File: src/hw/rtl/sci_pkg.sv
// ----------------------------------------------------------------------------
// sci_pkg
// Shared widths, payload types and helper functions of the segment/circle
// intersection block.
// ----------------------------------------------------------------------------
package sci_pkg;

	localparam int COORD_WIDTH = 32;
	localparam int W     = COORD_WIDTH;
	localparam int DW    = W + 1;          // coordinate differences
	localparam int PRW   = 2 * DW;         // products of differences
	localparam int SW    = 2 * W + 5;      // signed sums a, h, c, e
	localparam int MW    = 2 * W + 2;      // magnitudes of a, h, c
	localparam int NW    = 2 * W + 3;      // root numerator magnitude, multiplier width
	localparam int SQW   = 2 * W + 2;      // square root width
	localparam int QM    = 2 * SQW;        // radicand width
	localparam int PW    = 3 * W + 4;      // dividend width
	localparam int QDEPTH = 8;
	localparam int QAW   = $clog2(QDEPTH);
	localparam int QCW   = $clog2(QDEPTH + 1);
	localparam int IFW   = 3;              // in-flight count of the four front stages
	localparam int CNTW  = $clog2(PW + 1);

	localparam logic [CNTW-1:0] CNT_NW  = CNTW'(NW);
	localparam logic [CNTW-1:0] CNT_SQW = CNTW'(SQW);
	localparam logic [CNTW-1:0] CNT_PW  = CNTW'(PW);
	localparam logic [QCW-1:0]  QCNT_DEPTH = QCW'(QDEPTH);

	typedef struct packed {
		logic signed [W-1:0] start_x;
		logic signed [W-1:0] start_y;
		logic signed [W-1:0] end_x;
		logic signed [W-1:0] end_y;
		logic signed [W-1:0] center_x;
		logic signed [W-1:0] center_y;
		logic [W-2:0]        circle_radius;
	} item_t;

	typedef struct packed {
		logic [1:0]          hit_count;
		logic signed [W-1:0] first_x;
		logic signed [W-1:0] first_y;
		logic signed [W-1:0] second_x;
		logic signed [W-1:0] second_y;
	} result_t;

	typedef enum logic [1:0] {
		KIND_DEGEN    = 2'd0,
		KIND_START    = 2'd1,
		KIND_END      = 2'd2,
		KIND_INTERIOR = 2'd3
	} kind_t;

	typedef struct packed {
		logic signed [W-1:0]  sx;
		logic signed [W-1:0]  sy;
		logic signed [W-1:0]  ex;
		logic signed [W-1:0]  ey;
		logic signed [DW-1:0] dx;
		logic signed [DW-1:0] dy;
	} geom_t;

	typedef struct packed {
		geom_t             g;
		kind_t             kind;
		logic              degen_hit;
		logic              cmp_zero;
		logic              cmp_pos;
		logic              in1;
		logic              in2;
		logic              c_neg;
		logic [MW-1:0]     a_mag;
		logic [MW-1:0]     h_mag;
		logic [MW-1:0]     c_mag;
		logic signed [MW:0] nh;
	} record_t;

	typedef struct packed {
		logic           empty;
		logic [QCW-1:0] count;
	} qstat_t;

	function automatic logic signed [SW-1:0] ext_sw(input logic signed [PRW-1:0] v);
		return SW'(v);
	endfunction

	function automatic logic signed [SW-1:0] ext_r2(input logic [2*W-3:0] v);
		return {{(SW-2*W+2){1'b0}}, v};
	endfunction

endpackage

File: src/hw/rtl/sci_back.sv
// ----------------------------------------------------------------------------
// sci_back
// Back end sequencer: discriminant, square root and point coordinates through
// a shared shift-add multiplier, a digit square root and a restoring divider.
// ----------------------------------------------------------------------------
module sci_back (
	input  logic              clk,
	input  logic              arst_n,
	input  logic              rec_valid,
	input  sci_pkg::record_t  rec,
	output logic              pop,
	output logic              done,
	output sci_pkg::result_t  result
);

	typedef enum logic [8:0] {
		ST_IDLE   = 9'b000000001,
		ST_CLASS  = 9'b000000010,
		ST_MUL_HH = 9'b000000100,
		ST_MUL_AC = 9'b000001000,
		ST_SQRT   = 9'b000010000,
		ST_PT_SEL = 9'b000100000,
		ST_PT_MUL = 9'b001000000,
		ST_PT_DIV = 9'b010000000,
		ST_EMIT   = 9'b100000000
	} state_t;

	state_t state_q;
	logic   done_q;
	logic [sci_pkg::CNTW-1:0] cnt_q;
	logic   sel_q, axis_q, slot_q, neg_q;

	sci_pkg::record_t rec_q;
	sci_pkg::result_t res_q;

	logic [sci_pkg::NW-1:0]   mula_q, hi_q, lo_q;
	logic [2*sci_pkg::NW-1:0] hh_q;
	logic [sci_pkg::QM-1:0]   rad_q;
	logic [sci_pkg::SQW:0]    srem_q;
	logic [sci_pkg::SQW-1:0]  root_q;
	logic [sci_pkg::MW-1:0]   drem_q;
	logic [sci_pkg::PW-1:0]   dnum_q;

	// multiplier step
	logic [sci_pkg::NW:0]     msum;
	logic [2*sci_pkg::NW-1:0] prod;
	// discriminant
	logic [2*sci_pkg::NW:0]   q_c;
	// square root step
	logic [sci_pkg::SQW+1:0]  srem_n, strial, sdiff;
	logic                     sge;
	// divider step
	logic [sci_pkg::MW:0]     drem_n;
	logic                     dge;
	// root numerators
	logic signed [sci_pkg::NW:0] n1_c, n2_c, n_c, nabs_c;
	logic                     job_en;
	logic signed [sci_pkg::DW-1:0] d_c, dabs_c;
	// coordinate
	logic [sci_pkg::W-1:0]    quot_w, off_w, base_w, coord_w;

	always_comb begin
		msum   = {1'b0, hi_q} + (lo_q[0] ? {1'b0, mula_q} : '0);
		prod   = {hi_q, lo_q};
		q_c    = rec_q.c_neg ? ({1'b0, hh_q} + {1'b0, prod}) : ({1'b0, hh_q} - {1'b0, prod});

		srem_n = {srem_q[sci_pkg::SQW-1:0], rad_q[sci_pkg::QM-1:sci_pkg::QM-2]};
		strial = {root_q, 2'b01};
		sge    = (srem_n >= strial);
		sdiff  = srem_n - strial;

		drem_n = {drem_q, dnum_q[sci_pkg::PW-1]};
		dge    = (drem_n >= {1'b0, rec_q.a_mag});

		n1_c   = {{(sci_pkg::NW-sci_pkg::MW){rec_q.nh[sci_pkg::MW]}}, rec_q.nh}
			+ $signed({{(sci_pkg::NW+1-sci_pkg::SQW){1'b0}}, root_q});
		n2_c   = {{(sci_pkg::NW-sci_pkg::MW){rec_q.nh[sci_pkg::MW]}}, rec_q.nh}
			- $signed({{(sci_pkg::NW+1-sci_pkg::SQW){1'b0}}, root_q});
		n_c    = sel_q ? n2_c : n1_c;
		nabs_c = n_c[sci_pkg::NW] ? -n_c : n_c;
		job_en = sel_q ? rec_q.in2 : rec_q.in1;
		d_c    = axis_q ? rec_q.g.dy : rec_q.g.dx;
		dabs_c = d_c[sci_pkg::DW-1] ? -d_c : d_c;

		quot_w  = dnum_q[sci_pkg::W-1:0];
		off_w   = neg_q ? -quot_w : quot_w;
		base_w  = axis_q ? rec_q.g.sy : rec_q.g.sx;
		coord_w = base_w + off_w;
	end

	assign pop = (state_q == ST_IDLE) && rec_valid;

	always_ff @(posedge clk or negedge arst_n) begin
		if (!arst_n) begin
			state_q <= ST_IDLE;
			done_q  <= 1'b0;
		end else begin
			done_q <= 1'b0;
			case (state_q)
				ST_IDLE: begin
					if (rec_valid) begin
						rec_q   <= rec;
						res_q   <= '0;
						sel_q   <= 1'b0;
						axis_q  <= 1'b0;
						slot_q  <= 1'b0;
						root_q  <= '0;
						state_q <= ST_CLASS;
					end
				end
				ST_CLASS: begin
					// multiplier preset for h^2, used unless decided here
					mula_q <= {{(sci_pkg::NW-sci_pkg::MW){1'b0}}, rec_q.h_mag};
					lo_q   <= {{(sci_pkg::NW-sci_pkg::MW){1'b0}}, rec_q.h_mag};
					hi_q   <= '0;
					cnt_q  <= '0;
					case (rec_q.kind)
						sci_pkg::KIND_DEGEN: begin
							if (rec_q.degen_hit) begin
								res_q.hit_count <= 2'd1;
								res_q.first_x   <= rec_q.g.sx;
								res_q.first_y   <= rec_q.g.sy;
							end
							state_q <= ST_EMIT;
						end
						sci_pkg::KIND_START: begin
							if (rec_q.cmp_zero) begin
								res_q.hit_count <= 2'd1;
								res_q.first_x   <= rec_q.g.sx;
								res_q.first_y   <= rec_q.g.sy;
								state_q <= ST_EMIT;
							end else if (rec_q.cmp_pos) begin
								state_q <= ST_EMIT;
							end else begin
								state_q <= ST_MUL_HH;
							end
						end
						sci_pkg::KIND_END: begin
							if (rec_q.cmp_zero) begin
								res_q.hit_count <= 2'd1;
								res_q.first_x   <= rec_q.g.ex;
								res_q.first_y   <= rec_q.g.ey;
								state_q <= ST_EMIT;
							end else if (rec_q.cmp_pos) begin
								state_q <= ST_EMIT;
							end else begin
								state_q <= ST_MUL_HH;
							end
						end
						default: state_q <= ST_MUL_HH;
					endcase
				end
				ST_MUL_HH: begin
					if (cnt_q != sci_pkg::CNT_NW) begin
						hi_q  <= msum[sci_pkg::NW:1];
						lo_q  <= {msum[0], lo_q[sci_pkg::NW-1:1]};
						cnt_q <= cnt_q + 1'b1;
					end else begin
						hh_q    <= prod;
						mula_q  <= {{(sci_pkg::NW-sci_pkg::MW){1'b0}}, rec_q.a_mag};
						lo_q    <= {{(sci_pkg::NW-sci_pkg::MW){1'b0}}, rec_q.c_mag};
						hi_q    <= '0;
						cnt_q   <= '0;
						state_q <= ST_MUL_AC;
					end
				end
				ST_MUL_AC: begin
					if (cnt_q != sci_pkg::CNT_NW) begin
						hi_q  <= msum[sci_pkg::NW:1];
						lo_q  <= {msum[0], lo_q[sci_pkg::NW-1:1]};
						cnt_q <= cnt_q + 1'b1;
					end else begin
						rad_q  <= q_c[sci_pkg::QM-1:0];
						srem_q <= '0;
						cnt_q  <= '0;
						if (q_c[2*sci_pkg::NW]) begin
							// negative discriminant: miss
							state_q <= ST_EMIT;
						end else if ((rec_q.kind == sci_pkg::KIND_INTERIOR) && (q_c == '0)) begin
							// tangent at the foot of the perpendicular
							rec_q.in1 <= 1'b1;
							rec_q.in2 <= 1'b0;
							state_q   <= ST_PT_SEL;
						end else begin
							state_q <= ST_SQRT;
						end
					end
				end
				ST_SQRT: begin
					if (cnt_q != sci_pkg::CNT_SQW) begin
						rad_q  <= {rad_q[sci_pkg::QM-3:0], 2'b00};
						srem_q <= sge ? sdiff[sci_pkg::SQW:0] : srem_n[sci_pkg::SQW:0];
						root_q <= {root_q[sci_pkg::SQW-2:0], sge};
						cnt_q  <= cnt_q + 1'b1;
					end else begin
						state_q <= ST_PT_SEL;
					end
				end
				ST_PT_SEL: begin
					if (!job_en) begin
						if (sel_q) begin
							state_q <= ST_EMIT;
						end else begin
							sel_q <= 1'b1;
						end
					end else begin
						mula_q  <= nabs_c[sci_pkg::NW-1:0];
						lo_q    <= {{(sci_pkg::NW-sci_pkg::DW){1'b0}}, dabs_c};
						hi_q    <= '0;
						neg_q   <= n_c[sci_pkg::NW] ^ d_c[sci_pkg::DW-1];
						cnt_q   <= '0;
						state_q <= ST_PT_MUL;
					end
				end
				ST_PT_MUL: begin
					if (cnt_q != sci_pkg::CNT_NW) begin
						hi_q  <= msum[sci_pkg::NW:1];
						lo_q  <= {msum[0], lo_q[sci_pkg::NW-1:1]};
						cnt_q <= cnt_q + 1'b1;
					end else begin
						dnum_q  <= prod[sci_pkg::PW-1:0];
						drem_q  <= '0;
						cnt_q   <= '0;
						state_q <= ST_PT_DIV;
					end
				end
				ST_PT_DIV: begin
					if (cnt_q != sci_pkg::CNT_PW) begin
						drem_q <= dge ? (drem_n[sci_pkg::MW-1:0] - rec_q.a_mag)
							: drem_n[sci_pkg::MW-1:0];
						dnum_q <= {dnum_q[sci_pkg::PW-2:0], dge};
						cnt_q  <= cnt_q + 1'b1;
					end else begin
						case ({slot_q, axis_q})
							2'b00:   res_q.first_x  <= coord_w;
							2'b01:   res_q.first_y  <= coord_w;
							2'b10:   res_q.second_x <= coord_w;
							default: res_q.second_y <= coord_w;
						endcase
						if (!axis_q) begin
							axis_q  <= 1'b1;
							state_q <= ST_PT_SEL;
						end else begin
							axis_q          <= 1'b0;
							slot_q          <= 1'b1;
							res_q.hit_count <= slot_q ? 2'd2 : 2'd1;
							if (sel_q) begin
								state_q <= ST_EMIT;
							end else begin
								sel_q   <= 1'b1;
								state_q <= ST_PT_SEL;
							end
						end
					end
				end
				ST_EMIT: begin
					done_q  <= 1'b1;
					state_q <= ST_IDLE;
				end
				default: state_q <= ST_IDLE;
			endcase
		end
	end

	assign done   = done_q;
	assign result = res_q;

	a_strobe_single: assert property (@(posedge clk) disable iff (!arst_n)
		done_q |=> !done_q)
		else $error("result strobe longer than one cycle");

	a_count_range: assert property (@(posedge clk) disable iff (!arst_n)
		done_q |-> (res_q.hit_count != 2'd3))
		else $error("hit count out of range");

	a_pop_idle: assert property (@(posedge clk) disable iff (!arst_n)
		pop |=> (state_q == ST_CLASS))
		else $error("popped item not classified");

endmodule

File: config.mk
export PLATFORM = sky130hd
export DESIGN_NAME = sci_back
export DESIGN_NICKNAME = d
export VERILOG_FILES = /design/src/hw/rtl/sci_pkg.sv /design/src/hw/rtl/sci_back.sv
export SDC_FILE = /design/constraint.sdc
export NUM_CORES = 2
export LEC_CHECK = 0
export BUFFER_PORTS_ARGS = -buffer_cell sky130_fd_sc_hd__buf_2
export CAP_MARGIN = 20
export CORE_MARGIN = 2
export CORE_UTILIZATION = 50
export DETAILED_ROUTE_END_ITERATION = 8
export GPL_TIMING_DRIVEN = 1
export PLACE_DENSITY = 0.68
export SETUP_SLACK_MARGIN = 0.15
export SLEW_MARGIN = 20
export SYNTH_ARGS = -nofsm -noshare
export SYNTH_HDL_FRONTEND = slang
export SYNTH_SLANG_ARGS = --single-unit
File: constraint.sdc
create_clock -name clk -period 17.02 [get_ports clk]
set_clock_uncertainty 0.1 [all_clocks]
set_input_delay 3.404 -clock clk [delete_from_list [all_inputs] [get_ports clk]]
set_output_delay 3.404 -clock clk [all_outputs]
set_load 0.005 [all_outputs]
After elaboration in Yosys (flattened, before gate mapping)
Cells that the tools add are included.
{"block": "classes", "add_sub_neg": 12, "magnitude_cmp": 2, "n_eq_ne": 40, "mux": 87, "bitwise": 2, "n_reduce_logical": 38}
{"op": "two-way mux 66 bit", "n": 11}
{"op": "two-way mux 67 bit", "n": 10}
{"op": "case mux 67 bit (4 select lines)", "n": 2}
{"op": "case mux 66 bit (2 select lines)", "n": 3}
{"op": "case mux 66 bit (3 select lines)", "n": 2}
{"op": "two-way mux 268 bit", "n": 1}
{"op": "two-way mux 132 bit", "n": 2}
{"op": "case mux 132 bit (2 select lines)", "n": 1}
{"op": "two-way mux 130 bit", "n": 2}
{"op": "case mux 67 bit (3 select lines)", "n": 1}
{"op": "two-way mux 100 bit", "n": 2}
{"op": "case mux 100 bit (2 select lines)", "n": 1}
{"op": "two-way mux 32 bit", "n": 6}
{"op": "adder 67 x 67 -> 68 bit", "n": 2}
{"op": "adder 134 x 134 -> 135 bit", "n": 1}
{"op": "logical NOT 135 bit", "n": 1}
{"op": "two-way mux 135 bit", "n": 1}
{"op": "subtractor 134 x 134 -> 135 bit", "n": 1}
{"op": "subtractor 66 bit", "n": 2}
{"op": "case mux 64 bit (2 select lines)", "n": 1}
{"op": "two-way mux 9 bit", "n": 13}
{"op": "case mux 9 bit (8 select lines)", "n": 1}
{"op": ">= comparator 68 bit", "n": 1}
{"op": "two-way mux 68 bit", "n": 1}
{"op": "other kinds (49)", "n": 112}
{"block": "totals", "reg_bits": 1383, "in_bits": 470, "output_inout_bits": 132, "word_cells": 219}

Depth between registers and ports, before layout
{"block": "depth", "ltp_word": 8, "ltp_mapped": 30, "depth_no_buf": 28}

Least setup slack after synthesis
No wires, ideal clock.
{"block": "synth_path", "path_kind": "input to register", "start": "in arst_n", "end": "reg hi_q[0] in the netlist's numbering (enable)", "setup_time_ns": 0.825, "t_arrival_ns": 13.580, "required_ns": 16.095, "slack_ns": 2.515, "cell_stages": 3, "n_path_buf": 1, "cell_sequence": "clkbuf_1 -> nand2_1 -> a211oi_1"}
{"block": "synth_between", "elab_chain_len": 1}
{"item": "from (decl)", "line": "sci_back.sv:8", "source": "input logic arst_n,"}
{"item": "AND reduction 4 bit (no source line)"}
{"item": "to (signal assigned)", "line": "sci_back.sv:155", "source": "hi_q <= msum[sci_pkg::NW:1];"}
{"item": "to (signal assigned)", "line": "sci_back.sv:169", "source": "hi_q <= msum[sci_pkg::NW:1];"}
{"item": "to (signal assigned)", "line": "sci_back.sv:217", "source": "hi_q <= msum[sci_pkg::NW:1];"}
{"item": "to (decl)", "line": "sci_back.sv:36", "source": "logic [sci_pkg::NW-1:0] mula_q, hi_q, lo_q;"}
Every way passes these cells.
A chain may end at the register's enable or synchronous reset.

Final worst setup path
{"block": "layout_path", "start": "reg lo_q[16] in the netlist's numbering", "end": "reg rec_q[267] in the netlist's numbering (enable)"}
{"block": "layout_between", "elab_chain_len": 6, "word_cells_on_any_way": 8, "cone_classes": "2 x add/sub; 2 x eq/ne; 1 x mux; 3 x reduce/logical"}
{"item": "from (decl)", "line": "sci_back.sv:36"}
{"item": "from (signal assigned)", "line": "sci_back.sv:114", "source": "lo_q <= {{(sci_pkg::NW-sci_pkg::MW){1'b0}}, rec_q.h_mag};"}
{"item": "from (signal assigned)", "line": "sci_back.sv:156", "source": "lo_q <= {msum[0], lo_q[sci_pkg::NW-1:1]};"}
{"item": "from (signal assigned)", "line": "sci_back.sv:161", "source": "lo_q <= {{(sci_pkg::NW-sci_pkg::MW){1'b0}}, rec_q.c_mag};"}
{"item": "subtractor 134 x 134 -> 135 bit / adder 134 x 134 -> 135 bit (equally long branches)", "line": "sci_back.sv:65", "source": "q_c = rec_q.c_neg ? ({1'b0, hh_q} + {1'b0, prod}) : ({1'b0, hh_q} - {1'b0, prod});"}
{"item": "two-way mux 135 bit (*)", "line": "sci_back.sv:65"}
{"item": "logical NOT 135 bit", "line": "sci_back.sv:179", "source": "end else if ((rec_q.kind == sci_pkg::KIND_INTERIOR) && (q_c == '0)) begin"}
{"item": "logical AND 1 bit", "line": "sci_back.sv:179"}
{"item": "!= test 2 bit (no source line)"}
{"item": "AND reduction 6 bit (no source line) (*)"}
{"item": "to (signal assigned)", "line": "sci_back.sv:102", "source": "rec_q <= rec;"}
{"item": "to (decl)", "line": "sci_back.sv:33", "source": "sci_pkg::record_t rec_q;"}
Every way passes the cells marked *; elsewhere a longest branch is shown, timed or not.

==> flow_summary.yaml <==
outcome:
  outcome: "finished with violations"
  violations: "design-rule violations"
yosys:
  synthTopCellsByCount: "edfxtp_1, nand2_1, nor2_1"
  synth_top_area_share_pct: 47.6
  synth-main-ff-cell: "edfxtp_1"
  ys_seq_area_share_pct: 47.9
  postSynthCellCount: 8764
  syn_nets: 9685
  async_reset_ff_share_pct: 0.723
  netlist_area_sq_mm: 0.0866
  synth_edf_count: 1373
  yosys-top-cells-area: "edfxtp_1, ha_1, nand2_1"
  synth_seq_cells: 1383
  synth-warning-count: 0
  synth.largest_area_cell: "edfxtp_1"
  avgSynthCellArea_sq_um: 9.88
  yosysMostFrequentCell: "edfxtp_1"
  yosysUniqueCellTypes: 112
worst_setup_path:
  cp.arrival_ns: 10.97
  cpMaxStageDelayCell: "nor4_1"
  slowest_delay_ns: 0.78
  crit_path_end_kind: "flip-flop"
  cp_common_cell: "nor4_1"
  worstSetupPathType: "flip-flop to flip-flop"
  crit_fanout: 7
  crit_path_start_kind: "flip-flop"
  path_buf_inv: 1
  cp.required_ns: 17.40
  r2r_start: "lo_q[16]"
  crit_family: "simple AND/OR/NAND/NOR gates"
  worstSetupStartpoint: "lo_q[16]"
layout:
  fin_area_sq_mm: 0.0968
  nets: 10100
  final_cells: 11700
  fin_util_pct: 56.3
  final-seq-area_sq_mm: 0.0415
  drive_above_1_share_pct: 11.3
  area_delta_synth_final_pct: 11.8
  num-fill-cells: 15100
  multi_input_area_sq_mm: 0.0426
cts:
  postCtsSetupRepairBufs: 0
  cts_resized: 0
  cts_tree: "yes"
  cts_made_buffers: 156
  clk_path_buf_depth: 3
  htreeDepth: 4
  clkTransAtPathRegs_ns: 0.06
  clock_sinks: 1383
  root_buffer: "clkbuf_16"
  clk_latency_ns: 0.82
  cts_hold_buffers: 0
drt:
  viasPerCell: 6.28
  wl_per_cell_um: 26.6
  drtIter0Drc: 9294
  drc: 4
  vias: 73200
  firstDrtPassIters: 9
  drt_wl_total_um: 310000
  antenna_left: 0
placement:
  gp_congestion: 1.02
  io_buffers: 601
  place_ws_ns: 6.65
  hpwl_um: 244000
  place_area_sq_mm: 0.0917
  dpl.cell_count: 11400
sta:
  fin_crit_sh_pct: 62.2
  final-setup-viol-count: 0
  worst_pin_slew_ns: 1.13
  finalSetupTns_ns: 0
  fin_ws_ns: 6.43
  slew_headroom_pct: 24.7
  slew_viol_final: 0
  min_period_ns: 10.59
  grt_setup_unrepaired: "false"
  holdWs_ns: 0.352
  hold_viol: 0
  fmax_mhz: 94.4
min_path:
  hold_class: "flip-flop to flip-flop"
  hp-start: "lo_q[29]"
die:
  dieArea_sq_mm: 0.177
  core-area_sq_mm: 0.172
  rows: 152
  io-pin-count: 602
  die_x_um: 420
  start_util_pct: 50.4
  fp.dieH_um: 420
run:
  max-cap-violations: 0
grt:
  antenna_found_initial: 20
  grt_pass1_wl_um: 445000
  grt_usage_pct: 34.0
  grt_overflow_total: 0
  grt_pass1_vias: 67500
  grt_max_degree: 147
pwr:
  ir_drop_mv: 0.106
  finalPower_mw: 12.2
  leakage_nw: 37.1
  power_density_mw_per_mm2: 126
placed cells by master, fill, tap and decap left out, drive strengths merged, types with 24 or more instances in the layout:
cell,Yosys,routed
edfxtp,1373,1373
a211oi,63,63
a222oi,25,25
ha,446,446
o21a,72,72
buf,48,665
nand2b,64,64
o21bai,92,92
nand4,140,140
a41oi,24,24
a32oi,35,35
inv,316,320
a21o,215,215
mux2,40,40
mux2i,174,174
a21oi,740,740
nor3,224,224
and3,51,51
clkbuf,332,179
nor2,865,865
a31oi,99,99
o31ai,50,50
o21ai,601,601
nor2b,48,48
clkinv,2,75
and2,123,123
xnor2,377,377
a22oi,75,75
or2,40,40
nand2,1011,1011
nand3,150,150
or3,65,65
o211ai,42,42
nor4,74,74
xor2,303,303
power by group:
group	total, mW	internal, mW	switching (mW)	leakage [nW]
sequential	4.49	4.22	0.272	12.7
combinational	4.38	1.49	2.90	21.9
clock	3.36	1.90	1.46	2.41
cells by family after synthesis:
kind of cell               share of synthesized area, %
DFF                                                47.9
xor gates and xnor gates                           6.88
AOI/OAI and AO/OA                                  17.2
buffers and inverters                              3.09
muxes                                              2.53
and+or+nand+nor                                    15.8
adders and majority gates                          6.56
path summary, 6_finish.rpt:
check,endpoint,slack [ns],cells past startpoint
min in group asynchronous,state_q[2],2.44,1
max in group asynchronous,state_q[0],14.04,1
worst max-delay path,rec_q[267],6.43,26
worst min register to register,hh_q[29],0.35,0
worst max register to register,rec_q[267],6.43,26
worst min-delay path,hh_q[29],0.35,0
sequential cells by signal (all words and copies together), names as in the netlist, 66 cells and up:
signal / cells
rec_q: 467
result: 130
srem_q: 66
root_q: 66
rad_q: 132
mula_q: 67
lo_q: 67
drem_q: 66
hi_q: 67
hh_q: 134
dnum_q: 100
routing by layer:
layer | vias up | track usage (%) | wire [um]
met4 | 8 | 16.0 | 16500
met3 | 604 | 6.70 | 29600
met5 | - | 0 | 54
met1 | 35500 | 47.9 | 130000
met2 | 3760 | 50.3 | 134000
li1 | 33300 | - | -
layout make-up:
class                      count  share of cell area (%)
timing repair buffer         665                    3.63
multi-input combinational   6683                    44.0
clock inverter               105                    1.03
antenna                       20                  0.0517
inverter                     318                    1.24
clock buffer                 179                    4.18
sequential                  1383                    42.9
tap                         2310                    2.99
No activity file was read; power rests on OpenSTA's default activity.
